$ cat src/rtl/mm3_pkg.sv
// Shared types, constants and helper functions of the MurmurHash3 x64_128 engine.
// Used by every module under rtl; depends on nothing else.
package mm3_pkg;

  localparam logic [63:0] MIX_C1    = 64'h87c37b91114253d5;
  localparam logic [63:0] MIX_C2    = 64'h4cf5ad432745937f;
  localparam logic [63:0] LANE_ADD1 = 64'h0000000052dce729;
  localparam logic [63:0] LANE_ADD2 = 64'h0000000038495ab5;
  localparam logic [63:0] FMIX_M1   = 64'hff51afd7ed558ccd;
  localparam logic [63:0] FMIX_M2   = 64'hc4ceb9fe1a85ec53;

  localparam logic [4:0] BYTES_FULL = 5'd16;
  localparam logic [4:0] BYTES_HALF = 5'd8;

  localparam int QUEUE_DEPTH = 2;
  localparam int QUEUE_PTR_W = (QUEUE_DEPTH > 1) ? $clog2(QUEUE_DEPTH) : 1;
  localparam int QUEUE_CNT_W = $clog2(QUEUE_DEPTH + 1);

  typedef struct packed {
    logic [63:0] block_low;
    logic [63:0] block_high;
    logic [4:0]  byte_count;
    logic        last;
  } block_t;

  typedef struct packed {
    logic [63:0] hash_low;
    logic [63:0] hash_high;
    logic [63:0] hash_folded;
  } hash_t;

  // One classified request as it waits between the front and the back.
  typedef struct packed {
    logic [63:0] lo;
    logic [63:0] hi;
    logic [4:0]  len_add;
    logic        mix_lo;
    logic        mix_hi;
    logic        full;
    logic        last;
    logic        start;
    logic [31:0] seed;
  } op_t;

  typedef struct packed {
    logic        start;
    logic [63:0] a;
    logic [63:0] b;
  } mul_req_t;

  typedef enum logic [4:0] {
    ST_IDLE,
    ST_K1A,
    ST_K1B,
    ST_K2A,
    ST_K2B,
    ST_MIX1,
    ST_MIX2,
    ST_MIX3,
    ST_MIX4,
    ST_TAIL,
    ST_FXOR,
    ST_FADD1A,
    ST_FADD1B,
    ST_M1A,
    ST_M1B,
    ST_M2A,
    ST_M2B,
    ST_FADD2A,
    ST_FADD2B,
    ST_OUT
  } back_state_t;

  function automatic logic [63:0] rotl64(input logic [63:0] v, input int r);
    rotl64 = (v << r) | (v >> (64 - r));
  endfunction

  function automatic logic [63:0] fold33(input logic [63:0] v);
    fold33 = v ^ (v >> 33);
  endfunction

endpackage

$ cat src/rtl/mm3_mul.sv
// Iterative 64 by 64 multiplier that keeps the low 64 bits of the product.
// One 32 by 32 partial product per cycle; depends on mm3_pkg for the request type.
module mm3_mul (
  input  logic              clk,
  input  logic              rst,
  input  mm3_pkg::mul_req_t req,
  output logic              done,
  output logic [63:0]       product
);

  logic        busy;
  logic [1:0]  phase;
  logic [63:0] a_r;
  logic [63:0] b_r;
  logic [31:0] a_sel;
  logic [31:0] b_sel;
  logic [63:0] part;
  logic [63:0] acc;

  // Low by low first, then the two cross terms, of which only the low half matters.
  always_comb begin
    a_sel = (phase == 2'd2) ? a_r[63:32] : a_r[31:0];
    b_sel = (phase == 2'd1) ? b_r[63:32] : b_r[31:0];
  end

  assign product = acc;

  always_ff @(posedge clk) begin
    if (rst) begin
      busy  <= 1'b0;
      done  <= 1'b0;
      phase <= 2'd0;
    end else begin
      done <= 1'b0;
      if (req.start) begin
        busy  <= 1'b1;
        phase <= 2'd0;
      end else if (busy) begin
        phase <= phase + 2'd1;
        if (phase == 2'd3) begin
          busy <= 1'b0;
          done <= 1'b1;
        end
      end
    end
  end

  always_ff @(posedge clk) begin
    if (req.start) begin
      a_r <= req.a;
      b_r <= req.b;
    end
    if (busy) begin
      part <= 64'(a_sel) * 64'(b_sel);
      case (phase)
        2'd1: begin
          acc <= part;
        end
        2'd2, 2'd3: begin
          acc <= acc + {part[31:0], 32'h0};
        end
        default: begin
          acc <= acc;
        end
      endcase
    end
  end

endmodule

$ cat config.mk
export PLATFORM = sky130hd
export DESIGN_NAME = mm3_mul
export DESIGN_NICKNAME = d
export VERILOG_FILES = /design/src/rtl/mm3_pkg.sv /design/src/rtl/mm3_mul.sv
export SDC_FILE = /design/constraint.sdc
export NUM_CORES = 2
export LEC_CHECK = 0
export BUFFER_PORTS_ARGS = -buffer_cell sky130_fd_sc_hd__clkbuf_2
export CAP_MARGIN = 20
export CORE_MARGIN = 1
export CORE_UTILIZATION = 35
export DETAILED_ROUTE_END_ITERATION = 12
export MAX_ROUTING_LAYER = met4
export PLACE_DENSITY = 0.57
export REMOVE_ABC_BUFFERS = 1
export SLEW_MARGIN = 20
export SYNTH_ARGS = -nofsm -noshare
export SYNTH_HDL_FRONTEND = slang
export SYNTH_SLANG_ARGS = --single-unit
$ cat constraint.sdc
create_clock -name clk -period 21.4 [get_ports clk]
set_input_delay 2.14 -clock clk [delete_from_list [all_inputs] [get_ports clk]]
set_output_delay 2.14 -clock clk [all_outputs]
set_load 0.02 [all_outputs]
* Yosys cells after proc, flatten, opt, wreduce, memory -nomap -nowiden
Index checks and enable logic that the tools add are counted.
** Cells by class
- Bitwise gates (word level) :: 1
- Multiply operators :: 1
- Equality and inequality tests :: 3
- Add/sub/neg operators :: 2
- Muxes and demuxes :: 7
- Reductions and logical operators :: 5
** Operator list (number)
- 64-bit case mux with 2 select lines :: 1
- 64-bit adder :: 1
- 32-bit by 32-bit multiplier with 64-bit output :: 1
- 32-bit two-way mux :: 2
- 2-bit == test (second input constant) :: 2
- 1-bit two-way mux :: 4
- 2-bit OR reduction :: 2
- 3-bit OR reduction :: 1
- 2-bit by 1-bit adder with 2-bit output (second input constant) :: 1
- 2-bit by 1-bit == test with 1-bit output (second input constant) :: 1
- 2-bit AND reduction :: 1
- 2-bit nonzero test :: 1
- 1-bit inverter :: 1
** Word-level totals
- Logic and storage cells :: 26
- Input bits :: 131
- Flip-flop bits (word level) :: 260
- Output and inout bits :: 65

* Longest topological paths before layout
- Depth in word-level cells :: 4
- Depth in mapped cells :: 34
- Mapped depth without buffers :: 30

* Worst setup path before layout
No wires, ideal clock.
- Path type :: register -> register
- From :: reg phase[0]
- To :: reg part[49] (data pin)
- Period minus slack after synthesis :: 8.562 ns
- Required time :: 21.140 ns
- Arrival time :: 8.302 ns
- Path slack :: 12.838 ns
- Stages on the path, launching flop included :: 28
- Setup time :: 0.260 ns
- Path buffers :: 5
- Cell sequence :: dfxtp_1 -> ha_1 -> clkbuf_1 -> clkbuf_1 -> buf_1 -> mux2i_1 -> clkbuf_1 -> nor2_1 -> fa_1 -> fa_1 -> inv_1 -> fa_1 -> fa_1 -> inv_1 -> fa_1 -> fa_1 -> fa_1 -> inv_1 -> fa_1 -> inv_1 -> ha_1 -> clkbuf_1 -> and3_1 -> nand3_1 -> or3_1 -> o31ai_4 -> a41oi_1 -> xnor2_1
** Between the ends
- Longest elaborated chain between the ends :: 3
- Elaborated cells between the ends (all ways) :: 5
- Those cells by class :: 1 x mul; 2 x eq/ne; 2 x mux
** Ends and longest elaborated chain
- start, declared :: line mm3_mul.sv:12 : logic [1:0] phase;
- start signal, assigned :: line mm3_mul.sv:39 : phase <= phase + 2'd1;
- 2-bit == test / 2-bit by 1-bit == test with 1-bit output (equally long branches) :: line mm3_mul.sv:22, mm3_mul.sv:23
- 32-bit two-way mux (on tied branches) :: line mm3_mul.sv:22, mm3_mul.sv:23
- 32-bit by 32-bit multiplier with 64-bit output (*) :: line mm3_mul.sv:54 : part <= 64'(a_sel) * 64'(b_sel);
- end signal, assigned :: line mm3_mul.sv:54
- end, declared :: line mm3_mul.sv:17 : logic [63:0] part;
Mark *: on every way between the ends. The rest lies on a longest branch, timed or not.
A chain may end at the register's enable or synchronous reset.

* Worst setup path in the final report
- From :: reg phase[0]
- To :: reg part[62] (data pin)
Same word-level chain as after synthesis.

==> impl_metrics.json <==
{
  "ant_nets": 0,
  "die_w_um": 353,
  "portBuffers": 195,
  "cts_tree": "done",
  "reg2reg_depth": 27,
  "ys_seq_area_frac": 0.180,
  "cp.arrival_ns": 10.47,
  "slew_headroom": 0.267,
  "hold_depth": 2,
  "met1_usage": 0.302,
  "final_max_slew_viol_count": 0,
  "yosys-top-cells-count": "fa_1, inv_1, nor2_1, nand2_1, ha_1",
  "cts-root-buf": "clkbuf_16",
  "status": "complete, no violations",
  "gr-total-overflow": 0,
  "wl_per_cell_um": 23.2,
  "rsz0062_at_grt": "false",
  "synthFlopType": "edfxtp_1",
  "crit_fanout": 34,
  "max_cap_violations": 0,
  "top_usage_layer": "met2",
  "cts.reportedPaths.clkPinSlew_ns": 0.06,
  "drive_gt1_frac": 0.0986,
  "area_growth_syn_to_layout_pct": 9.98,
  "die_h_um": 353,
  "fin_crit_ns": 10.05,
  "drtIter0Drc": 2399,
  "synth-seq-cells": 260,
  "netlist-cell-type-count": 68,
  "fmax_mhz": 99.5,
  "avgSynthCellArea_um2": 9.79,
  "synth_top_area_frac": 0.416,
  "clockBufferDepth": 3,
  "core-area_um2": 122000,
  "finalSetupViolations": 0,
  "h-tree-depth": 2,
  "met2_usage": 0.378,
  "cts_sinks": 260,
  "antenna_found_initial": 2,
  "syn_inst": 4404,
  "path_class": "register to register",
  "synth_top_area_cell": "fa_1",
  "cp.required_ns": 21.82,
  "async_flop_share": 0,
  "cts_hold_buf": 0,
  "wl_um": 143000,
  "num_vias": 31929,
  "start_kind": "register",
  "endpoint_kind": "register",
  "postCtsSetupBuffers": 0,
  "cts_made_buffers": 36,
  "post_drt_via_cell_ratio": 5.18,
  "period_share": 0.470,
  "synth_area_leaders": "fa_1, edfxtp_1, ha_1",
  "syn_area_um2": 43100,
  "grt_max_degree": 85,
  "insertion_delay_ns": 0.62,
  "globalRouteTotalUtil": 0.239,
  "synth_most_common_cell": "fa_1",
  "die_area_um2": 125000,
  "gp_congestion": 0.931,
  "grt_pass1_wl_um": 215000,
  "boundaryPins": 196,
  "core.rowCount": 128,
  "cts_resized": 0,
  "tightest_slew_ns": 1.08,
  "grt_pass1_vias": 33811,
  "use_met3": 0.0457,
  "hpwlAfterDp_um": 111000,
  "final_nets": 5832,
  "floorplan.initialDensity": 0.353,
  "drc": 0,
  "synth_edf_count": 256,
  "hold_path.class": "register to register",
  "finalHoldViolations": 0,
  "finalClockSkew_ns": 0.0461,
  "ys_warn_count": 0,
  "fin_setup_tns_ns": 0,
  "dr.pass1.iters": 6
}
[path summary, 6_finish.rpt]
path,from,endpoint,slack (ns)
setup / recovery,phase[0],part[62],11.35
hold / removal,part[32],product[32],0.54
setup reg to reg,phase[0],part[62],11.35
hold reg to reg,part[32],product[32],0.54
[area by class of cell]
class	instances	area [µm²]
repair buffers	261	1520
fillers	12282	74600
flip-flops and latches	260	7770
inverters	896	3360
multi-input cells	3050	31600
clock buffers	41	920
well taps	1625	2030
diodes	3	7.51
clock inverters	24	248
[cell families (layout without fill, tap and decap cells)]
logic type	after synthesis	after routing	synth area share
adder cells (fa/ha/maj)	1196	1196	0.503
AND/OR/NAND/NOR	1296	1296	0.121
XOR/XNOR	86	86	0.0175
flip-flops	260	260	0.180
other	0	3	0
AO/OA/AOI/OAI	342	342	0.0508
buffers and inverters	1094	1222	0.0953
multiplexers	130	130	0.0321
[per-layer routing]
metal,vias to the layer above,wire length (µm)
met5,-,0
met3,322,12200
met2,1417,67400
met4,0,7020
met1,16553,56300
li1,13637,-
[sequential cells by signal, summed over array words and instances, names as in the netlist]
name / cells
product: 64
busy: 1
phase: 2
part: 64
b_r: 64
done: 1
a_r: 64
[critical path, cell delays in order (launching register included)]
cell	delay (ns)
dfxtp_1	0.38
inv_1	0.15
ha_4	0.70
buf_4	0.72
mux2i_4	0.91
nor2_1	0.17
fa_1	0.53
fa_1	0.52
inv_1	0.05
fa_1	0.48
fa_1	0.53
inv_1	0.06
fa_1	0.62
fa_1	0.45
fa_1	0.49
inv_1	0.05
fa_1	0.47
inv_1	0.04
ha_1	0.40
a21oi_1	0.21
o21bai_1	0.13
a31oi_1	0.35
o22ai_1	0.12
a21oi_1	0.11
nor2b_1	0.47
o211ai_1	0.21
and2_1	0.20
o311ai_1	0.25
[through the flow]
| stage | setup WS, ns | instances | utilization | hold slack (ns) | cell area, µm² |
|---|---|---|---|---|---|
| 3_5_place_dp | 11.40 | 6091 | 0.379 | 0.527 | 46200 |
| 2_1_floorplan | 11.59 | 4206 | - | 0.484 | 42400 |
| 4_1_cts | 11.39 | 6156 | 0.388 | 0.533 | 47400 |
| 5_1_grt | 10.93 | 6159 | 0.389 | 0.543 | 47400 |
| 6_report | 11.35 | 6160 | 0.389 | 0.537 | 47400 |
| 3_3_place_gp | 11.02 | 6090 | 0.378 | 0.525 | 46200 |
[cell usage in the layout (no fill, tap or decap), types with 14 or more instances in the layout]
| cell | instances |
|---|---|
| a21o_1 | 50 |
| nand2_1 | 516 |
| clkbuf_16 | 36 |
| and2_1 | 43 |
| inv_1 | 896 |
| o21ai_0 | 43 |
| mux2i_2 | 33 |
| ha_1 | 297 |
| xnor2_1 | 55 |
| nand4_1 | 22 |
| nand3_1 | 17 |
| clkbuf_2 | 194 |
| nor2_1 | 632 |
| mux2i_1 | 19 |
| edfxtp_1 | 256 |
| o21bai_1 | 16 |
| fa_1 | 897 |
| mux2_2 | 65 |
| a21oi_1 | 132 |
| nor3_1 | 14 |
| xor2_1 | 31 |
| buf_4 | 64 |
Power is left out: the tool's default activity adds up to more than one toggle a clock period on the data nets, which glitch-free logic cannot reach.
