**src/rtl/mm3_pkg.sv**
```systemverilog
// Shared types, constants and helper functions of the MurmurHash3 x64_128 engine.
// Used by every module under rtl; depends on nothing else.
package mm3_pkg;

  localparam logic [63:0] MIX_C1    = 64'h87c37b91114253d5;
  localparam logic [63:0] MIX_C2    = 64'h4cf5ad432745937f;
  localparam logic [63:0] LANE_ADD1 = 64'h0000000052dce729;
  localparam logic [63:0] LANE_ADD2 = 64'h0000000038495ab5;
  localparam logic [63:0] FMIX_M1   = 64'hff51afd7ed558ccd;
  localparam logic [63:0] FMIX_M2   = 64'hc4ceb9fe1a85ec53;

  localparam logic [4:0] BYTES_FULL = 5'd16;
  localparam logic [4:0] BYTES_HALF = 5'd8;

  localparam int QUEUE_DEPTH = 2;
  localparam int QUEUE_PTR_W = (QUEUE_DEPTH > 1) ? $clog2(QUEUE_DEPTH) : 1;
  localparam int QUEUE_CNT_W = $clog2(QUEUE_DEPTH + 1);

  typedef struct packed {
    logic [63:0] block_low;
    logic [63:0] block_high;
    logic [4:0]  byte_count;
    logic        last;
  } block_t;

  typedef struct packed {
    logic [63:0] hash_low;
    logic [63:0] hash_high;
    logic [63:0] hash_folded;
  } hash_t;

  // One classified request as it waits between the front and the back.
  typedef struct packed {
    logic [63:0] lo;
    logic [63:0] hi;
    logic [4:0]  len_add;
    logic        mix_lo;
    logic        mix_hi;
    logic        full;
    logic        last;
    logic        start;
    logic [31:0] seed;
  } op_t;

  typedef struct packed {
    logic        start;
    logic [63:0] a;
    logic [63:0] b;
  } mul_req_t;

  typedef enum logic [4:0] {
    ST_IDLE,
    ST_K1A,
    ST_K1B,
    ST_K2A,
    ST_K2B,
    ST_MIX1,
    ST_MIX2,
    ST_MIX3,
    ST_MIX4,
    ST_TAIL,
    ST_FXOR,
    ST_FADD1A,
    ST_FADD1B,
    ST_M1A,
    ST_M1B,
    ST_M2A,
    ST_M2B,
    ST_FADD2A,
    ST_FADD2B,
    ST_OUT
  } back_state_t;

  function automatic logic [63:0] rotl64(input logic [63:0] v, input int r);
    rotl64 = (v << r) | (v >> (64 - r));
  endfunction

  function automatic logic [63:0] fold33(input logic [63:0] v);
    fold33 = v ^ (v >> 33);
  endfunction

endpackage

```
**src/rtl/mm3_front.sv**
```systemverilog
// Front end: accepts message blocks, masks unused bytes and classifies each request.
// Depends on mm3_pkg; feeds mm3_queue.
module mm3_front (
  input  logic            clk,
  input  logic            rst,
  input  logic            block_valid,
  output logic            block_stall,
  input  mm3_pkg::block_t block,
  input  logic [31:0]     seed,
  input  logic            queue_full,
  output logic            push,
  output mm3_pkg::op_t    op
);

  logic       in_message;
  logic [4:0] count;

  assign block_stall = queue_full;
  assign push        = block_valid && !queue_full;

  always_ff @(posedge clk) begin
    if (rst) begin
      in_message <= 1'b0;
    end else if (push) begin
      in_message <= !block.last;
    end
  end

  always_comb begin
    // Only the last block of a message may be short; counts above a full block saturate.
    if (!block.last || block.byte_count > mm3_pkg::BYTES_FULL) begin
      count = mm3_pkg::BYTES_FULL;
    end else begin
      count = block.byte_count;
    end
  end

  always_comb begin
    for (int i = 0; i < 8; i++) begin
      op.lo[8*i +: 8] = (5'(i) < count) ? block.block_low[8*i +: 8] : 8'h00;
      op.hi[8*i +: 8] = (5'(i + 8) < count) ? block.block_high[8*i +: 8] : 8'h00;
    end
    op.len_add = count;
    op.mix_lo  = count != 5'd0;
    op.mix_hi  = count > mm3_pkg::BYTES_HALF;
    op.full    = count == mm3_pkg::BYTES_FULL;
    op.last    = block.last;
    op.start   = !in_message;
    op.seed    = seed;
  end

endmodule

```
**config.mk**
```make
export PLATFORM = sky130hd
export DESIGN_NAME = mm3_front
export DESIGN_NICKNAME = d
export VERILOG_FILES = /design/src/rtl/mm3_pkg.sv /design/src/rtl/mm3_front.sv
export SDC_FILE = /design/constraint.sdc
export NUM_CORES = 1
export LEC_CHECK = 0
export BUFFER_PORTS_ARGS = -buffer_cell sky130_fd_sc_hd__buf_2
export CAP_MARGIN = 20
export CORE_AREA = 2 2 131 133
export CTS_CLUSTER_SIZE = 14
export DETAILED_ROUTE_END_ITERATION = 16
export DIE_AREA = 0 0 133 135
export PLACE_DENSITY = 0.38
export RECOVER_POWER = 50
export SYNTH_ARGS = -nofsm -noshare
export SYNTH_HDL_FRONTEND = slang
export SYNTH_SLANG_ARGS = --single-unit
```
**constraint.sdc**
```tcl
create_clock -name clk -period 4.8 [get_ports clk]
set_input_delay 1.44 -clock clk [delete_from_list [all_inputs] [get_ports clk]]
set_output_delay 1.44 -clock clk [all_outputs]
set_load 0.02 [all_outputs]
```
=== Yosys cells after proc, flatten, opt, wreduce, memory -nomap -nowiden ===
Cells that the tools add are included.

* Word-level logic and storage cells: 43
* Output and inout port bits: 172
* Bits in registers: 1
* Bits of input ports: 170

* Muxes and demuxes: 17
* Equal/unequal tests: 1
* Reduce and logical (&&, ||, !) cells: 6
* Magnitude comparators: 18

{| class="wikitable"
|+ Operator list
! kind !! count
|-
| 8-bit 2-to-1 mux || 16
|-
| 4-bit by 5-bit less-than comparator with 1-bit output (first input constant) || 8
|-
| 3-bit by 5-bit less-than comparator with 1-bit output (first input constant) || 4
|-
| 1-bit by 5-bit less-than comparator with 1-bit output (first input constant) || 2
|-
| 2-bit by 5-bit less-than comparator with 1-bit output (first input constant) || 2
|-
| 5-bit equality test (second input constant) || 1
|-
| 5-bit by 4-bit > comparator with 1-bit output (second input constant) || 1
|-
| 5-bit > comparator (second input constant) || 1
|-
| 5-bit 2-to-1 mux || 1
|-
| 5-bit nonzero test || 1
|-
| 1-bit logical NOT || 3
|-
| 1-bit logical AND || 1
|-
| 1-bit logical OR || 1
|}

=== Longest topological paths before layout ===
Gate-level depths: netlist (run 1).

* Depth after elaboration: 5
* Depth in mapped cells: 4
* Depth with buffers taken out: 3

=== Worst setup path before layout (run 1) ===
No wires, ideal clock.

* Path kind: input port to output port
* Start: in block[0] (netlist name)
* End: out op[46] (netlist name)
* Required time: 3.360 ns
* Data arrival time: 2.369 ns
* Path slack: 0.991 ns
* Stages: 4
* Buffers on the path: 2
* Cells stage by stage: nor2b_1 buf_2 clkbuf_1 a21boi_0

{| class="wikitable"
|+ RTL lines
! element !! RTL line !! RTL
|-
| start, declared || mm3_front.sv:8 || <nowiki>input mm3_pkg::block_t block,</nowiki>
|-
| end, declared || mm3_front.sv:12 || <nowiki>output mm3_pkg::op_t op</nowiki>
|}

==> results of run 1 <==
worst paths after layout:
check	from	to	slack, ps
min reg2reg	in_message$_SDFFE_PP0P_	in_message$_SDFFE_PP0P_	500
max	block[0]	op[93]	450
max reg2reg	in_message$_SDFFE_PP0P_	in_message$_SDFFE_PP0P_	4180
min	in_message$_SDFFE_PP0P_	in_message$_SDFFE_PP0P_	500
per-stage QoR:
| step | hold WS (ps) | total power [mW] |
|---|---|---|
| 6_report | 495.8 | 0.3171 |
| 5_1_grt | 521.5 | 0.3407 |
| 4_1_cts | 494.5 | 0.3292 |
| 3_5_place_dp | 493.8 | 0.3285 |
| 3_3_place_gp | 483.2 | 0.3287 |
| 2_1_floorplan | 472.2 | 0.2281 |
cell families after synthesis:
logic type,count (synthesis)
compound gates,109
buf+inv,65
flops,1
simple gates,43
area by class of cell:
| type | count | area (um2) | share of cell area, % |
|---|---|---|---|
| well taps | 220 | 275.3 | 9.739 |
| flip-flops and latches | 1 | 20.02 | 0.7083 |
| inverters | 13 | 48.80 | 1.726 |
| repair buffers | 282 | 1365 | 48.30 |
| multi-input cells | 152 | 1117 | 39.53 |
power groups by stage:
stage               clock [mW]  sequential, mW  combinational (mW)
floorplan                    0         0.00924               0.219
global placement             0         0.00929               0.319
detailed placement           0         0.00930               0.319
CTS                          0         0.00930               0.320
global route                 0         0.00936               0.331
finish                       0         0.00930               0.308
cell usage in the layout, fill, tap and decap left out, types with 2 or more instances in the layout:
cell type and instances:
buf_2 234, a21boi_0 86, clkbuf_1 43, nor2b_1 14, inv_1 13, and2_1 10, a31oi_1 8, nand2_1 5
a21boi_1 5, a21boi_2 5, nand3_1 3, and2b_1 3, buf_4 3, nor2_1 2, clkbuf_2 2
routing by layer:
layer,GRT usage (%),routed length [um]
met1,8.175,2971
met4,1.434,129
met3,0.9384,688
met5,0,0
met2,17.07,4581
==> results.md, run 1 <==
- Outcome: finished clean
- Number of cells on the critical path: 5
- Initial antenna violation count: 0
- Setup TNS: 0 ps
- Fin crit share: between 90% and 100%
- Cts repair resizes: 0
- Die Width: 133 um
- Peak supply drop: 0.00005286 V
- Logic pwr share: 97.1%
- CP required: 3360 ps
- Fin crit period: 4351 ps
- First-pass GRT wire length: approximately 12000 um
- Clk_lat worst skew: 0 ps
- Flip-flop and latch count after synthesis: 1
- Cell taking the most area after synthesis: a21boi_0
- I/O Pins: ~340
- Largest family of logic cells by synthesized area: compound AO/OA/AOI/OAI gates
- Rows: 47
- Detailed Routing Iterations Pass 1: 3
- Post-synth top area share: 41.45%
- Total GRT Usage: 7.968%
- Dominant cells by area after synthesis: a21boi_0, buf_4, nor2b_1
- Final core occ: 17.23%
- Compound-Gate Fraction of Synth Area: 53.82%
- Crit path kind: input pin to primary output
- Synth Area in Adders: 0%
- Hold_buf cts: 0
- Max Cap Viol: 0
- Grt ovf: 0
- Critical path arrival: slightly below 3000 ps
- Flop pwr share: about 2.9%
- P&R area growth vs syn: 81.45%
- Worst Hold Class: register to register
- Ys Warns: 0
- CP peak stage delay: 530 ps
- Internal power: ~0.13 mW
- Vias: 2408
- Layout Nets: 620
- Critical Path Source Type: input pin
- Max FO, Critical Path: 33
- Final WL: between 8000 and 9000 um
- Leak: 1.482 nW
- Post-synth cell types: 27
- Hpwl dp: about 7300 um
- Cell area after synthesis: 1558 um2
- Largest net degree at the start of global routing: 34
- Placed insts: ~670
- DRT iter0 DRCs: 68
- Die H: around 140 um
- Delay-heaviest family, CP: buffers and inverters
- Max Clk Rate: ~230 MHz
- Post-CTS setup buffers: 0
- Port bufs: 277
- Crit path buffers/inverters: 3
- Largest registers: in_message: 1 flops
- Switching pwr: 0.1901 mW
- EDFF count, synth: 0
- Final hold vios: 0
- Clock share of power: 0%
- Die area: 17960 um2
- Mapped Nets: 388
- Top cells by count, synth: a21boi_0, buf_4, nor2b_1
- Slew Viols, Final: 0
- Final cell count without fillers: 668
- Worst Hold Path Cells: 1
- # fillers: 1895
- Most used cell, CP: buf_2
- Register area share after synthesis: 1.285%
- Synth Instances: 218
- Power Dens Cells: 112.2 nW/um2
- Worst Reg-to-Reg Cells: 1
- Wire per inst: 12.53 um
- Placed standard-cell area: between 2000 and 3000 um2
- Global placer's final weighted congestion: 0.8029
- Vias in the first global route: approximately 2200
- RSZ-0062 raised after global routing: no
- Switching Fraction: around three fifths
- Post-route cell area: 2826 um2
- Max reg flops: 1
- Final WS setup: about 450 ps
- Multiplexer area fraction after synthesis: 0%
- Critical path cell sequence: buf_2 -> nor2b_4 -> clkbuf_2 -> a21boi_0 -> buf_2
- Pre-CTS WS: just over 600 ps
- CP max stage cell: clkbuf_2
- Slew @ Worst Pin: 683.7 ps
- Syn avg cell area: roughly 7 um2
- Synth Area in XOR/XNOR: 0%
- Simple-gate area share of the yosys netlist: 17.75%
- Initial core utilization: 9.494%
- Core area: about 16000 um2
- Final setup skew: 0 ps
- Biggest register: in_message
- Antenna Cells: 0
- Clock-pin slew on the worst setup and hold paths: 0 ps
- Critical Path Sink Type: primary output
- # DRC: 0
- Final setup vio count: 0
- Routed vias/inst: 3.605
- Async SR Flop Fraction: 0%
- Most common cell in the synthesized netlist: a21boi_0
- Routed Antenna Nets: 0
- Fraction of layout cells with a size suffix above 1: 55.13%
- Relative slew margins: a little over half
- Top FF cell, synth: dfxtp_1
No activity file was read; power rests on OpenSTA's default activity.
==> run 2: changes to the inputs <==
- CORE_AREA: 2 2 131 133 -> 2 2 133 135
- DIE_AREA: 0 0 133 135 -> 0 0 135 137
- MAX_ROUTING_LAYER: default -> met4
- PLACE_DENSITY: 0.38 -> 0.37
- clock period: 4.8 -> 4.21 ns (I/O delays scaled with it)
==> results.md, run 2 (synthesis gave the netlist of run 1 again) <==
- Fin crit share: 92.55%
- Initial core utilization: 9.133%
- Clock-pin slew on the worst setup and hold paths: 0 ps
- Cts repair resizes: 0
- Worst Hold Class: register to register
- First-pass GRT wire length: between 10000 and 15000 um
- Critical Path Sink Type: primary output
- Leak: 1.464 nW
- Commonest non-fill, non-tap cells in the layout: buf_2, a21boi_0, clkbuf_1
- Grt ovf: 0
- Critical path arrival: 2630 ps
- Max Cap Viol: 0
- Crit path kind: input pin to primary output
- Multi-input logic area: 1117 um2
- Slew @ Worst Pin: 811.3 ps
- Max Clk Rate: 256.6 MHz
- Slew Viols, Final: 0
- Fin crit period: between 3000 and 4000 ps
- R2R setup slack: ~3600 ps
- Final setup vio count: 0
- Reg area: 20.02 um2
- Largest registers: in_message: 1 flops
- RSZ-0062 raised after global routing: no
- Switching pwr: 0.2178 mW
- Max reg flops: 1
- Worst Hold Path Cells: 1
- Critical Path Source Type: input pin
- Worst hold path endpoint: in_message$_SDFFE_PP0P_
- FF-to-FF End: in_message$_SDFFE_PP0P_
- Routed vias/inst: about 3.6
- Global placer's final weighted congestion: 0.7982
- Most common cell after layout, fill and taps aside: buf_2
- Hpwl dp: 7544 um
- Setup TNS: 0 ps
- Largest net degree at the start of global routing: 63
- DRT iter0 DRCs: 79
- Max FO, Critical Path: 62
- P&R area growth vs syn: 81.37%
- Logic pwr share: 97.1%
- Total GRT Usage: 8.133%
- Clock share of power: 0%
- Power Dens Cells: about 130 nW/um2
- Final WL: 8650 um
- Rows: 48
- Placed insts: 672
- # fillers: 1973
- Final hold vios: 0
- Layout Nets: 619
- Vias in the first global route: 2152
- Die Width: between 100 and 150 um
- Final WS setup: 313.6 ps
- # DRC: 0
- I/O Pins: 342
- Pre-CTS WS: roughly 340 ps
- Antenna Cells: 0
- Hold_buf cts: 0
- Worst hold start: in_message$_SDFFE_PP0P_
- Final cell count without fillers: 672
- Port bufs: 277
- Die H: about 140 um
- Switching Fraction: between 60% and 70%
- Internal power: 0.1439 mW
- Initial antenna violation count: 0
- Peak supply drop: 0.00003424 V
- Fraction of layout cells with a size suffix above 1: between 50% and 60%
- Detailed Routing Iterations Pass 1: 4
- Routed Antenna Nets: 0
- Clk_lat worst skew: 0 ps
- Biggest register: in_message
- Core area: 17060 um2
- Worst Reg-to-Reg Cells: 1
- Flop pwr share: 2.9%
- CP required: 2950 ps
- Outcome: finished clean
- RR Startpoint: in_message$_SDFFE_PP0P_
- Wire per inst: 12.87 um
- Relative slew margins: 45.68%
- Final setup skew: 0 ps
- Die area: 18500 um2
- Vias: 2402
- Post-CTS setup buffers: 0
==> run 2: per-stage QoR <==
stage	cell area, um2	hold WS, ps	util (%)	power [mW]
6_report	2825	491.5	16.56	0.3617
5_1_grt	2825	502.7	16.56	0.3913
3_5_place_dp	2902	501.4	17.01	0.3748
4_1_cts	2902	501.4	17.01	0.3757
2_1_floorplan	1558	472.2	-	0.2600
3_3_place_gp	2902	494.6	17.01	0.3751
==> run 2: layer usage <==
metal | vias up | routed length (um) | GRT usage (%)
li1 | 1184 | - | -
met1 | 1038 | 2905 | 7.924
met2 | 170 | 4904 | 17.29
met3 | 10 | 779 | 1.222
met4 | 0 | 61 | 0.6944
met5 | - | 0 | -
==> run 2: critical path, stage by stage <==
cell and delay (ps):
buf_2 150, nor2b_4 150, clkbuf_4 480, inv_2 160
nor2_1 120, clkbuf_1 250
==> run 2: final cells by class <==
class | instances | area share (%)
sequential | 1 | 0.7086
inverter | 13 | 1.727
timing repair buffer | 281 | 48.05
tap | 225 | 9.965
multi-input combinational | 152 | 39.55
==> run 2: how the worst max path moves through the flow <==
stage,start,end,depth (start not counted)
final,block[0],op[38],6
after global routing,block[0],op[38],6
after CTS,block[2],op[75],4
after detailed placement,block[2],op[78],4
after global placement,block[2],op[78],4
after floorplan,block[0],op[46],4
==> run 2: power by group through the flow <==
stage | Sequential (mW) | Clock [mW] | Combinational, mW
2_1_floorplan | 0.0105 | 0 | 0.249
3_3_place_gp | 0.0106 | 0 | 0.365
3_5_place_dp | 0.0106 | 0 | 0.364
4_1_cts | 0.0106 | 0 | 0.365
5_1_grt | 0.0106 | 0 | 0.381
6_report | 0.0106 | 0 | 0.351
