### src/rtl/mm3_pkg.sv
// Shared types, constants and helper functions of the MurmurHash3 x64_128 engine.
// Used by every module under rtl; depends on nothing else.
package mm3_pkg;

  localparam logic [63:0] MIX_C1    = 64'h87c37b91114253d5;
  localparam logic [63:0] MIX_C2    = 64'h4cf5ad432745937f;
  localparam logic [63:0] LANE_ADD1 = 64'h0000000052dce729;
  localparam logic [63:0] LANE_ADD2 = 64'h0000000038495ab5;
  localparam logic [63:0] FMIX_M1   = 64'hff51afd7ed558ccd;
  localparam logic [63:0] FMIX_M2   = 64'hc4ceb9fe1a85ec53;

  localparam logic [4:0] BYTES_FULL = 5'd16;
  localparam logic [4:0] BYTES_HALF = 5'd8;

  localparam int QUEUE_DEPTH = 2;
  localparam int QUEUE_PTR_W = (QUEUE_DEPTH > 1) ? $clog2(QUEUE_DEPTH) : 1;
  localparam int QUEUE_CNT_W = $clog2(QUEUE_DEPTH + 1);

  typedef struct packed {
    logic [63:0] block_low;
    logic [63:0] block_high;
    logic [4:0]  byte_count;
    logic        last;
  } block_t;

  typedef struct packed {
    logic [63:0] hash_low;
    logic [63:0] hash_high;
    logic [63:0] hash_folded;
  } hash_t;

  // One classified request as it waits between the front and the back.
  typedef struct packed {
    logic [63:0] lo;
    logic [63:0] hi;
    logic [4:0]  len_add;
    logic        mix_lo;
    logic        mix_hi;
    logic        full;
    logic        last;
    logic        start;
    logic [31:0] seed;
  } op_t;

  typedef struct packed {
    logic        start;
    logic [63:0] a;
    logic [63:0] b;
  } mul_req_t;

  typedef enum logic [4:0] {
    ST_IDLE,
    ST_K1A,
    ST_K1B,
    ST_K2A,
    ST_K2B,
    ST_MIX1,
    ST_MIX2,
    ST_MIX3,
    ST_MIX4,
    ST_TAIL,
    ST_FXOR,
    ST_FADD1A,
    ST_FADD1B,
    ST_M1A,
    ST_M1B,
    ST_M2A,
    ST_M2B,
    ST_FADD2A,
    ST_FADD2B,
    ST_OUT
  } back_state_t;

  function automatic logic [63:0] rotl64(input logic [63:0] v, input int r);
    rotl64 = (v << r) | (v >> (64 - r));
  endfunction

  function automatic logic [63:0] fold33(input logic [63:0] v);
    fold33 = v ^ (v >> 33);
  endfunction

endpackage

### src/rtl/mm3_queue.sv
// Short request queue that decouples the front end from the mixing back end.
// Depends on mm3_pkg for the request type and depth.
module mm3_queue (
  input  logic         clk,
  input  logic         rst,
  input  logic         push,
  input  mm3_pkg::op_t op_in,
  output logic         full,
  input  logic         pop,
  output mm3_pkg::op_t op_out,
  output logic         empty
);

  mm3_pkg::op_t                      entries [mm3_pkg::QUEUE_DEPTH];
  logic [mm3_pkg::QUEUE_PTR_W-1:0]   wr_ptr;
  logic [mm3_pkg::QUEUE_PTR_W-1:0]   rd_ptr;
  logic [mm3_pkg::QUEUE_CNT_W-1:0]   fill;

  localparam logic [mm3_pkg::QUEUE_PTR_W-1:0] LAST_PTR =
    mm3_pkg::QUEUE_PTR_W'(mm3_pkg::QUEUE_DEPTH - 1);
  localparam logic [mm3_pkg::QUEUE_CNT_W-1:0] DEPTH_CNT =
    mm3_pkg::QUEUE_CNT_W'(mm3_pkg::QUEUE_DEPTH);

  assign full   = fill == DEPTH_CNT;
  assign empty  = fill == '0;
  assign op_out = entries[rd_ptr];

  always_ff @(posedge clk) begin
    if (rst) begin
      wr_ptr <= '0;
      rd_ptr <= '0;
      fill   <= '0;
    end else begin
      if (push) begin
        wr_ptr <= (wr_ptr == LAST_PTR) ? '0 : wr_ptr + 1'b1;
      end
      if (pop) begin
        rd_ptr <= (rd_ptr == LAST_PTR) ? '0 : rd_ptr + 1'b1;
      end
      if (push && !pop) begin
        fill <= fill + mm3_pkg::QUEUE_CNT_W'(1);
      end else if (pop && !push) begin
        fill <= fill - mm3_pkg::QUEUE_CNT_W'(1);
      end
    end
  end

  always_ff @(posedge clk) begin
    if (push) begin
      entries[wr_ptr] <= op_in;
    end
  end

endmodule

### config.mk
export PLATFORM = sky130hd
export DESIGN_NAME = mm3_queue
export DESIGN_NICKNAME = d
export VERILOG_FILES = /design/src/rtl/mm3_pkg.sv /design/src/rtl/mm3_queue.sv
export SDC_FILE = /design/constraint.sdc
export NUM_CORES = 1
export LEC_CHECK = 0
export BUFFER_PORTS_ARGS = -buffer_cell sky130_fd_sc_hd__buf_2
export CAP_MARGIN = 20
export CORE_MARGIN = 4
export CORE_UTILIZATION = 52
export DETAILED_ROUTE_END_ITERATION = 7
export PLACE_DENSITY_LB_ADDON = 0.2
export SYNTH_ARGS = -nofsm -noshare
export SYNTH_HDL_FRONTEND = slang
export SYNTH_SLANG_ARGS = --single-unit
### constraint.sdc
create_clock -name clk -period 16.5 [get_ports clk]
set_input_delay 4.95 -clock clk [delete_from_list [all_inputs] [get_ports clk]]
set_output_delay 4.95 -clock clk [all_outputs]
set_load 0.03 [all_outputs]
# Word-level counts from Yosys, hierarchy flattened
# Memory sizes are Yosys's and may differ from the RTL's. A register that Yosys moved wholly into a read port is not among the register bits.
# Cells that the tools add are included.
# Widths: inputs -> output; s select.
[word_totals]
out_inout_bits = 172
inputBits = 174
memories = 1
elab_cells = 23
register_bits = 4
mem_bits_rw = 340
[mem_list]
columns = ["memory", "words", "word_bits", "rd", "rd_ports_with_merged_regs", "write_ports", "line", "text"]
rows = [
  ["entries", 2, 170, 1, 1, 1, "mm3_queue.sv:14", "mm3_pkg::op_t entries [mm3_pkg::QUEUE_DEPTH];"],
]
[op_classes]
n_addsub = 4
n_eq_ne = 1
mux = 8
n_reduce_logical = 6
[ops]
columns = ["op", "count"]
rows = [
  ["$mux 1", 6],
  ["$mux 2", 2],
  ["$add 1x1->1 const B", 2],
  ["$add 2x1->2 const B", 1],
  ["$eq 2x2->1 const B", 1],
  ["$logic_and 1x1->1", 2],
  ["$logic_not 1->1", 2],
  ["$logic_not 2->1", 1],
  ["$reduce_bool 2->1", 1],
  ["$sub 2x1->2 const B", 1],
]

# Logic depth before layout (Yosys ltp)
# Gate-level depths: netlist (run 1).
[logic_depth]
depth_word = 4
mapped_depth = 5
ltp_nobuf = 5

# Worst setup path before layout (run 1)
# No wires, ideal clock.
[synth_path]
kind = "input -> register"
startpoint = "input push"
endpoint = "memory entries[0][0] in the netlist's numbering, enable pin"
stages = 1
t_arrival_ps = 12292
setup_slack_ps = 3485
setup_ps = 723
cell_sequence = "nor2b_1"
[synth_via]
elab_chain_cells = 2
[synth_lines]
columns = ["element", "line", "text"]
rows = [
  ["start: declaration", "mm3_queue.sv:6", "input logic push,"],
  ["$mux 1", "mm3_queue.sv:49", "if (push) begin"],
  ["$mux 1 (not written as such)", "mm3_queue.sv:50", "entries[wr_ptr] <= op_in;"],
  ["end: declaration", "mm3_queue.sv:14", ""],
]
# No other way between the ends.

==> results.ini, run 1 <==
[final_layout]
syn2layout_area_growth_pct=24.5
nFillCells=1683
sequential_cell_area_um2=10300
layout.nets=1097
post_route_cells_drive_above_1_share_pct=60.7
multi_input_area_um2=2400

[logic_synthesis]
synth-edff-count=340
yosys.area.top_type=sky130_fd_sc_hd__edfxtp_1
synthesized_instance_count=551
synthFlopType=sky130_fd_sc_hd__edfxtp_1
synthDominantCellAreaShare_pct=79.3
synth_seq_cells=345
synth.area.top_cells=sky130_fd_sc_hd__edfxtp_1 79%, sky130_fd_sc_hd__mux2_4 12%, sky130_fd_sc_hd__mux2_2 6.1%
ys_async_sr_fraction_pct=0
synthMostInstantiatedCell=sky130_fd_sc_hd__edfxtp_1
synth.cell_area_um2=12900
netlist-cell-type-count=16
net_count_after_synthesis=726
most_common_library_cells_after_synthesis=340 x sky130_fd_sc_hd__edfxtp_1, 100 x sky130_fd_sc_hd__mux2_4, 70 x sky130_fd_sc_hd__mux2_2, 12 x sky130_fd_sc_hd__buf_6, 7 x sky130_fd_sc_hd__buf_2
ys.warnings.count=0
synth_area_per_cell_um2=23.4
seq_area_frac_synth_pct=80.1

[drt]
detail_route.vias_per_cell=4.97
wl_um=24300
drt-wirelength-per-cell_um=19.1
drt-initial-drc-count=328
antenna_left=0
drt_drc_violations_left=0
drtPass1Iterations=5
vias_post_dr=6336

[cts]
worstSkewPairLatency_ns=0.49
cts.path.max_buffers=3
clockRootBuffer=sky130_fd_sc_hd__clkbuf_16
tritoncts.num_buffers=35
tritoncts_num_sinks=345
cts_max_level=2
tritoncts=done
ctsResizeCount=0
cts.hold.buffers_added=0
postCtsSetupBuffers=0
path_clk_slew_ns=0.06

[sta]
final-max-slew-violation-count=0
worstMarginPinSlew_ns=1.05
unrepaired_setup_endpoints_after_global_routing=false
fmax_ghz=0.124
holdWs_ns=0.512
min_period_over_period_pct=49.0
final-hold-violation-count=0
max-slew-margin-rel_pct=30.0
final.setup_skew_ns=0.0124
setup-violations-final=0
post_layout_min_period_ns=8.09
finalSetupTns_ns=0

[worst_setup_path]
timing.setup.critical_path_class=flop to primary output
r2r.worst_path.cells=2
cp_data_required_time_ns=11.55
startpoint_class_of_the_critical_path=flop
crit_fanout=60
regToRegSetupSlack_ns=14.29
critical_path.endpoint_type=primary output
crit-reg2reg-launch=wr_ptr
worst_ep_arrival_time_ns=3.14
crit_end=op_out[75]
worstReg2RegEnd=entries[0][144]

[place]
finalWeightedCongestion=0.740
place.detailed.hpwl_um=16600
port_buffers=345

[power_and_ir_drop]
max-vdd-ir-drop_mv=0.110
reported_leakage_power_nw=6.24
pwr_density_cell_nw_per_um2=129
finalPower_mw=2.07

[min_path]
hold_path.class=flop to flop

[global_route]
total_grt_usage_pct=17.0
grt-ovfl-total=0
grt_first_pass_wirelength_um=35300
largest_net_degree_at_the_start_of_global_routing=82
initial_antenna_violation_count=8
vias_in_the_first_global_route=6540

[floorplan]
floorplan.rows=57
top_level_ports=346
die-area_um2=27300
fp.dieW_um=165
starting_density_pct=52.9
die_h_um=165
area_of_the_core_region_um2=24300

[job]
drv_cap=0

[status]
status=completed

## registers in the layout, summed over array words and instances, names as in the netlist, named ones only
name,cells
entries,340
fill,2
wr_ptr,1
rd_ptr,1
## cells in the final DEF (no fill, tap or decap)
cell,synthesis,routed
sky130_fd_sc_hd__a21oi_1,1,1
sky130_fd_sc_hd__and2_4,0,1
sky130_fd_sc_hd__buf_16,0,1
sky130_fd_sc_hd__buf_2,7,345
sky130_fd_sc_hd__buf_4,0,7
sky130_fd_sc_hd__bufinv_16,0,2
sky130_fd_sc_hd__clkbuf_1,0,4
sky130_fd_sc_hd__clkbuf_16,0,37
sky130_fd_sc_hd__clkinv_1,0,9
sky130_fd_sc_hd__clkinv_2,0,7
sky130_fd_sc_hd__clkinvlp_4,0,2
sky130_fd_sc_hd__dfxtp_1,5,4
sky130_fd_sc_hd__dfxtp_4,0,1
sky130_fd_sc_hd__diode_2,0,4
sky130_fd_sc_hd__edfxtp_1,340,340
sky130_fd_sc_hd__ha_1,1,1
sky130_fd_sc_hd__inv_1,1,1
sky130_fd_sc_hd__mux2_2,70,70
sky130_fd_sc_hd__mux2_4,100,100
sky130_fd_sc_hd__nor2_1,5,5
sky130_fd_sc_hd__nor2b_1,2,1
sky130_fd_sc_hd__nor2b_4,0,1
sky130_fd_sc_hd__o21ai_0,1,1
sky130_fd_sc_hd__or3_1,1,1
sky130_fd_sc_hd__xnor2_1,2,2
sky130_fd_sc_hd__xor2_1,2,2
## logic make-up after synthesis
family	Yosys count	share of synthesized area (%)
flip-flops	345	80.1
multiplexers	170	17.8
buffers and inverters	20	1.35
AND/OR/NAND/NOR	9	0.340
XOR/XNOR	4	0.272
AO/OA/AOI/OAI	2	0.0777
adder cells (fa/ha/maj)	1	0.0972
## critical path: stages, from the launching register on
cell and delay [ns]:
sky130_fd_sc_hd__dfxtp_4 0.53, sky130_fd_sc_hd__buf_4 0.78, sky130_fd_sc_hd__buf_4 0.72, sky130_fd_sc_hd__mux2_4 0.36, sky130_fd_sc_hd__buf_2 0.18
## per-stage QoR
step / area (um^2) / cells / util, % / setup slack, ns
finish: 16000 / 1274 / 65.9 / 8.41
global route: 16000 / 1274 / 65.9 / 8.24
CTS: 16000 / 1269 / 65.7 / 8.38
detailed placement: 14900 / 1208 / 61.3 / 8.92
global placement: 14900 / 1208 / 61.3 / 8.94
floorplan: 12900 / 551 / - / 3.49
## power breakdown
part / total (mW) / leakage (nW) / internal (mW) / switching, mW
Sequential: 1.04 / 3.23 / 1.02 / 0.0147
Clock: 0.734 / 0.531 / 0.437 / 0.297
Combinational: 0.298 / 2.47 / 0.112 / 0.185
## metal layers
layer / up-vias / routed length (um) / part of all wire (%) / track usage [%]
li1: 2943 / - / - / -
met1: 3057 / 9040 / 37 / 20.5
met2: 270 / 11800 / 48 / 27.9
met3: 58 / 2740 / 11 / 7.05
met4: 8 / 723 / 3.0 / 5.77
met5: - / 42 / 0.17 / 0
## cell type report
class	instances	area share [%]
repair buffers	353	11.3
diodes	4	0.0625
multi-input cells	186	15.0
flip-flops and latches	345	64.4
inverters	1	0.0234
clock inverters	20	0.898
clock buffers	41	5.87
well taps	324	2.53
## worst min path at each step
| stage | from | end | slack [ns] | depth (start not counted) |
|---|---|---|---|---|
| final | fill[1] | fill[1] | 0.51 | 2 |
| after global routing | fill[1] | fill[1] | 0.56 | 2 |
| after CTS | fill[1] | fill[1] | 0.52 | 2 |
| after detailed placement | fill[1] | fill[1] | 0.51 | 2 |
| after global placement | fill[1] | fill[1] | 0.48 | 2 |
| after floorplan | fill[1] | fill[1] | 0.46 | 2 |
(Power assumes the default switching activity.)
==> run 2: changes to the inputs <==
--- a/config.mk
+++ b/config.mk
@@ -5,10 +5,11 @@
 export SDC_FILE = /design/constraint.sdc
 export NUM_CORES = 1
 export LEC_CHECK = 0
+export ABC_AREA = 1
 export BUFFER_PORTS_ARGS = -buffer_cell sky130_fd_sc_hd__buf_2
 export CAP_MARGIN = 20
 export CORE_MARGIN = 4
-export CORE_UTILIZATION = 52
+export CORE_UTILIZATION = 47
 export DETAILED_ROUTE_END_ITERATION = 7
 export PLACE_DENSITY_LB_ADDON = 0.2
 export SYNTH_ARGS = -nofsm -noshare
==> constraint.sdc (replaced) <==
create_clock -name clk -period 7.3 [get_ports clk]
set_input_delay 2.19 -clock clk [delete_from_list [all_inputs] [get_ports clk]]
set_output_delay 2.19 -clock clk [all_outputs]
set_load 0.03 [all_outputs]
==> run 2 against run 1 <==
Net effect: routed wire length increased by 3.6%; die area rose by 10%; sequential power is 120% higher; clock-buffer cell count increased by 9; hold slack better by 0.0075 ns; global-route usage shrank 0.97 points.
==> results.ini, run 2 <==
[logic_synthesis]
yosys-mux-area-fraction_pct=17.8  ; -0.029 points
seq_area_frac_synth_pct=79.9  ; -0.13 points
synthFlopType=sky130_fd_sc_hd__edfxtp_1
synth_top_family_by_area=multiplexers
ys_async_sr_fraction_pct=0  ; unchanged
synthesized_instance_count=562  ; +2.0%
synth.cell_area_um2=12900  ; +0.17%
synth-compound-area-share_pct=0.0776  ; -0.00013 points
synth-simple-area-share_pct=0.475  ; +0.14 points
synthAdderAreaFrac_pct=0.0970  ; -0.00016 points
synth-xor-area-share_pct=0.0679  ; -0.20 points
net_count_after_synthesis=737  ; +1.5%
ys.warnings.count=0  ; unchanged
synth.area.top_cells=sky130_fd_sc_hd__edfxtp_1 79%, sky130_fd_sc_hd__mux2_4 12%, sky130_fd_sc_hd__mux2_2 6.1%
synth_seq_cells=345  ; unchanged
synth-edff-count=340  ; unchanged
synthDominantCellAreaShare_pct=79.2  ; -0.13 points
synth_area_per_cell_um2=22.9  ; -1.8%
synthMostInstantiatedCell=sky130_fd_sc_hd__edfxtp_1
netlist-cell-type-count=16  ; unchanged
most_common_library_cells_after_synthesis=340 x sky130_fd_sc_hd__edfxtp_1, 100 x sky130_fd_sc_hd__mux2_4, 70 x sky130_fd_sc_hd__mux2_2, 12 x sky130_fd_sc_hd__buf_6, 9 x sky130_fd_sc_hd__inv_1
yosys.area.top_type=sky130_fd_sc_hd__edfxtp_1

[floorplan]
die-area_um2=30200  ; +10%
area_of_the_core_region_um2=27000  ; +11%
die_h_um=174  ; +5.0%
starting_density_pct=47.9  ; -5.1 points
fp.dieW_um=174  ; +5.0%
top_level_ports=346  ; unchanged
floorplan.rows=60  ; +5.3%

[drt]
drtPass1Iterations=4  ; -1
drt-wirelength-per-cell_um=19.3  ; +1.3%
wl_um=25200  ; +3.6%
antenna_left=0  ; unchanged
vias_post_dr=6412  ; +1.2%
drt-initial-drc-count=398  ; +21%
detail_route.vias_per_cell=4.92  ; -1.1%
drt_drc_violations_left=0  ; unchanged

[power_and_ir_drop]
reported_leakage_power_nw=6.26  ; +0.32%
comb_power_share_pct=13.5  ; -0.9 points
pwr_density_cell_nw_per_um2=288  ; +120%
switchingPower_mw=1.10  ; +120%
power.share.clock_pct=36.1  ; +0.6 points
p_sw_share_pct=23.8  ; -0.17 points
internal-power_mw=3.52  ; +120%
fraction_of_power_consumed_by_sequential_logic_pct=50.4  ; +0.2 points
finalPower_mw=4.63  ; +120%
max-vdd-ir-drop_mv=0.190  ; +72%

[sta]
min_period_over_period_pct=65.6
final-hold-violation-count=0  ; unchanged
setup-violations-final=0  ; unchanged
finalSetupTns_ns=0  ; unchanged
final.setup_skew_ns=0.0197  ; +0.00731 ns
fmax_ghz=0.209
final-max-slew-violation-count=0  ; unchanged
max-slew-margin-rel_pct=31.3  ; +1.3 points
post_layout_min_period_ns=4.79
unrepaired_setup_endpoints_after_global_routing=false
worstMarginPinSlew_ns=1.03  ; -0.0198 ns

[worst_setup_path]
crit_fanout=45  ; -25%
startpoint_class_of_the_critical_path=flop
crit_path_cell_trace=buf_4, mux2_4, buf_2
worst_ep_arrival_time_ns=2.60  ; -0.54 ns
cp_max_stage_delay_ns=0.84  ; +0.06 ns
timing.setup.critical_path_class=flop to primary output
regToRegSetupSlack_ns=5.07  ; -9.22 ns
cp_data_required_time_ns=5.11  ; -6.44 ns
critical-path-slowest-cell=sky130_fd_sc_hd__dfxtp_4
critical_path.endpoint_type=primary output

[global_route]
vias_in_the_first_global_route=6658  ; +1.8%
total_grt_usage_pct=16.0  ; -0.97 points
gr-usage-met2_pct=26.7  ; -1.2 points
largest_net_degree_at_the_start_of_global_routing=92  ; +12%
grt-ovfl-total=0  ; unchanged
grt_first_pass_wirelength_um=37800  ; +7.1%
globalRouteMet3Util_pct=5.87  ; -1.2 points
grt.busiest_layer=met2
fraction_of_met1_tracks_used_by_global_routing_pct=19.8  ; -0.72 points
initial_antenna_violation_count=8  ; unchanged

[place]
port_buffers=345  ; unchanged
place.detailed.hpwl_um=17200  ; +3.9%
finalWeightedCongestion=0.748  ; +1.1%

[final_layout]
post_route_cells_drive_above_1_share_pct=59.6  ; -1.1 points
most-common-layout-cells=345 x sky130_fd_sc_hd__buf_2, 340 x sky130_fd_sc_hd__edfxtp_1, 100 x sky130_fd_sc_hd__mux2_4, 70 x sky130_fd_sc_hd__mux2_2, 38 x sky130_fd_sc_hd__clkbuf_16
syn2layout_area_growth_pct=24.5  ; about the same
largest_registers=entries (340), fill (2)
largest_reg_flops=340  ; unchanged
layout.nets=1108  ; +1.0%
registers.top_by_ff_count=entries
layout.cells.most_common=sky130_fd_sc_hd__buf_2
finalCoreUtilization_pct=59.6  ; -6.3 points

[min_path]
hold_path.class=flop to flop

[cts]
ctsResizeCount=0  ; unchanged
cts.hold.buffers_added=0  ; unchanged
worstSkewPairLatency_ns=0.51  ; +0.02 ns
postCtsSetupBuffers=0  ; unchanged
tritoncts_num_sinks=345  ; unchanged
cts.path.max_buffers=3  ; unchanged
tritoncts=done
tritoncts.num_buffers=36  ; +2.9%
path_clk_slew_ns=0.06  ; about the same
cts_max_level=2  ; unchanged
clockRootBuffer=sky130_fd_sc_hd__clkbuf_16

[status]
status=completed

[job]
drv_cap=0  ; unchanged

run 2: cell count changes in the layout (fill, tap and decap cells not counted), sizes merged, moves of 2 or more:
| cell | previous run | this run |
|---|---|---|
| clkinv | 16 | 11 |
| clkbuf | 41 | 50 |
| clkinvlp | 2 | 0 |
| xor2 | 2 | 0 |
| nand2 | 0 | 5 |
| nor2 | 5 | 7 |
| nor2b | 2 | 0 |
| inv | 1 | 9 |
run 2: metal layers:
| metal | vias up | wire length, um |
|---|---|---|
| met5 | - | 38 |
| li1 | 2977 | - |
| met2 | 245 | 12600 |
| met4 | 6 | 518 |
| met1 | 3135 | 9880 |
| met3 | 49 | 2200 |
run 2: kinds of logic after synthesis:
family	Yosys count
fa+ha+maj	1
compound gates	2
simple gates	15
flops	345
xor+xnor	1
mux	170
buf+inv	28
run 2: worst paths after layout:
kind,cells past startpoint,from,endpoint
worst max-delay path,3,flop,op_out[55]
worst min-delay path,2,rd_ptr,rd_ptr
worst max register to register,3,wr_ptr,entries[1][87]
worst min register to register,2,rd_ptr,rd_ptr
run 2: critical path: cells and delay by family, from the launching register on:
kind,cells,cell delay (ns)
mux,1,0.35
flops,1,0.84
buf+inv,2,0.85
run 2: power by group through the flow:
stage	Combinational (mW)	Clock, mW	Sequential, mW
finish	0.623	1.67	2.33
global route	0.658	1.82	2.34
CTS	0.631	1.73	2.34
detailed placement	0.630	0	2.38
global placement	0.624	0	2.37
floorplan	0.458	0	2.37
run 2: cell type report:
type | count | area, um^2
antenna | 5 | 12.5
tap | 341 | 427
fill | 2022 | 10900
clock inverter | 12 | 90.1
inverter | 9 | 38.8
clock buffer | 50 | 996
multi-input combinational | 189 | 2390
sequential | 345 | 10300
timing repair buffer | 352 | 1790
run 2: per-stage QoR:
stage | worst slack [ns] | hold WS, ns | instances | instance area, um^2
after floorplan | 0.225 | 0.480 | 562 | 12900
after global placement | 3.01 | 0.498 | 1236 | 15000
after detailed placement | 3.00 | 0.513 | 1236 | 15000
after CTS | 2.45 | 0.527 | 1298 | 16000
after global routing | 2.39 | 0.581 | 1302 | 16100
final | 2.51 | 0.519 | 1303 | 16100
==> run 3: changes to the inputs <==
==> constraint.sdc (replaced) <==
create_clock -name clk -period 3.98 [get_ports clk]
set_input_delay 1.194 -clock clk [delete_from_list [all_inputs] [get_ports clk]]
set_output_delay 1.194 -clock clk [all_outputs]
set_load 0.03 [all_outputs]
==> run 3 against run 2 <==
Net effect: combinational power grew 88%; routed wire length shrank 0.42%; clock skew shrank 0.011 ns; highest routed layer unchanged; largest power group unchanged; sequential share of layout area shrank 0.38 points; via count shrank 0.14%; final cell count is essentially flat; critical endpoint is now op_out[22].
==> results.ini, run 3 (synthesized netlist as in run 2, its figures left out) <==
[status]
status=completed

[power_and_ir_drop]
finalPower_mw=8.44  ; +82%
reported_leakage_power_nw=6.29  ; +0.46%
pwr_density_cell_nw_per_um2=522  ; +81%
max-vdd-ir-drop_mv=0.377  ; +99%

[min_path]
hold_path.class=flop to flop

[cts]
postCtsSetupBuffers=0  ; unchanged
ctsResizeCount=0  ; unchanged
cts.hold.buffers_added=0  ; unchanged
tritoncts_num_sinks=345  ; unchanged
clockRootBuffer=sky130_fd_sc_hd__clkbuf_16
tritoncts=done
tritoncts.num_buffers=36  ; unchanged
cts.path.max_buffers=3  ; unchanged
path_clk_slew_ns=0.06  ; about the same
worstSkewPairLatency_ns=0.50  ; about the same
cts_max_level=2  ; unchanged

[final_layout]
layout.nets=1113  ; +0.45%
largest_registers=entries (340), fill (2)
sequential_cell_area_um2=10300  ; unchanged
finalCoreUtilization_pct=59.9  ; +0.35 points
multi_input_area_um2=2410  ; +0.68%
largest_reg_flops=340  ; unchanged
most-common-layout-cells=345 x sky130_fd_sc_hd__buf_2, 340 x sky130_fd_sc_hd__edfxtp_1, 100 x sky130_fd_sc_hd__mux2_4, 70 x sky130_fd_sc_hd__mux2_2, 37 x sky130_fd_sc_hd__clkbuf_16
syn2layout_area_growth_pct=25.3
layout.cells.most_common=sky130_fd_sc_hd__buf_2
registers.top_by_ff_count=entries
nFillCells=2034  ; +0.59%
post_route_cells_drive_above_1_share_pct=60.0  ; +0.44 points

[floorplan]
die_h_um=174  ; unchanged
area_of_the_core_region_um2=27000  ; unchanged
starting_density_pct=47.9  ; unchanged
die-area_um2=30200  ; unchanged
floorplan.rows=60  ; unchanged
fp.dieW_um=174  ; unchanged
top_level_ports=346  ; unchanged

[worst_setup_path]
cp_max_stage_delay_ns=0.70  ; -0.14 ns
timing.setup.critical_path_class=flop to primary output
worst_ep_arrival_time_ns=2.16  ; -0.44 ns
worst-path-buf-inv=2  ; unchanged
crit_fanout=40  ; -11%
critical_path.endpoint_type=primary output
path_delay_family=flip-flops
crit_path_cell_trace=buf_12, mux2_2, buf_2
critical-path-slowest-cell=sky130_fd_sc_hd__dfxtp_4
regToRegSetupSlack_ns=2.36  ; -2.71 ns
startpoint_class_of_the_critical_path=flop
cp_data_required_time_ns=2.79  ; -2.32 ns

[sta]
final-max-slew-violation-count=0  ; unchanged
max-slew-margin-rel_pct=53.7  ; +22 points
holdWs_ns=0.504  ; -0.0151 ns
fmax_ghz=0.298
worstMarginPinSlew_ns=0.694  ; -0.336 ns
unrepaired_setup_endpoints_after_global_routing=false
final.setup_skew_ns=0.00874  ; -0.0109 ns
final-hold-violation-count=0  ; unchanged
finalSetupTns_ns=0  ; unchanged
setup-violations-final=0  ; unchanged
post_layout_min_period_ns=3.36
min_period_over_period_pct=84.3

[global_route]
initial_antenna_violation_count=6  ; -2
largest_net_degree_at_the_start_of_global_routing=106  ; +15%
vias_in_the_first_global_route=6769  ; +1.7%
grt-ovfl-total=0  ; unchanged
total_grt_usage_pct=16.3  ; +0.22 points
grt_first_pass_wirelength_um=38400  ; +1.5%

[drt]
detail_route.vias_per_cell=4.91  ; -0.22%
wl_um=25100  ; -0.42%
antenna_left=0  ; unchanged
drt_drc_violations_left=0  ; unchanged
drt-wirelength-per-cell_um=19.2  ; -0.50%
drtPass1Iterations=4  ; unchanged
drt-initial-drc-count=427  ; +7.3%
vias_post_dr=6403  ; -0.14%

[job]
drv_cap=0  ; unchanged

[place]
port_buffers=345  ; unchanged
finalWeightedCongestion=0.739  ; -1.2%
place.detailed.hpwl_um=16900  ; -2.1%

[run 3: cell count changes in the layout (fill, tap and decap cells not counted)]
cell / delta
sky130_fd_sc_hd__buf_12: +6
sky130_fd_sc_hd__diode_2: -2
sky130_fd_sc_hd__buf_4: -1
sky130_fd_sc_hd__clkbuf_16: -1
sky130_fd_sc_hd__clkinv_1: -1
sky130_fd_sc_hd__clkinv_2: +1
sky130_fd_sc_hd__clkinv_8: -1
sky130_fd_sc_hd__clkinvlp_4: +1
sky130_fd_sc_hd__inv_1: -1
sky130_fd_sc_hd__inv_12: +1
sky130_fd_sc_hd__inv_6: -1
sky130_fd_sc_hd__nand2_1: -1
sky130_fd_sc_hd__nand2_8: +1
[run 3: area by class of cell]
class,instances,area share [%]
antenna,3,0.0465
clock buffer,49,6.01
clock inverter,11,0.465
inverter,9,0.310
multi-input combinational,189,14.9
sequential,345,63.8
tap,341,2.64
timing repair buffer,357,11.8
[run 3: tightest hold or removal path, stage by stage, from the launching register on]
cell and delay, ns:
sky130_fd_sc_hd__dfxtp_1 0.32, sky130_fd_sc_hd__xnor2_1 0.08, sky130_fd_sc_hd__nor2_1 0.07
[run 3: power breakdown]
group          total, mW  internal, mW  leakage, nW  switching [mW]
combinational       1.17         0.455         2.54           0.719
sequential          4.27          4.21         3.23          0.0596
clock               2.99          1.76        0.514            1.23
total               8.44          6.43         6.29            2.01
[run 3: per-layer routing]
layer  global-route usage [%]  wire length, um  vias up
li1                         -                -     2974
met1                     19.9             9810     3110
met2                     26.8            12200      261
met3                     6.17             2300       52
met4                     5.44              716        6
met5                        0               29        -
[run 3: final timing paths]
check / end / start / depth (start not counted)
hold reg to reg: flop / rd_ptr / 2
setup / recovery: op_out[22] / flop / 3
hold / removal: flop / rd_ptr / 2
setup reg to reg: entries[1][53] / wr_ptr / 3
[run 3: metrics by stage]
step                      std cells  cell area (um^2)  setup slack [ns]
after detailed placement       1241             15100              1.09
after floorplan                 562             12900            -0.177
after global routing           1304             16200             0.491
final                          1304             16200             0.623
after global placement         1241             15100              1.11
after CTS                      1301             16100             0.540
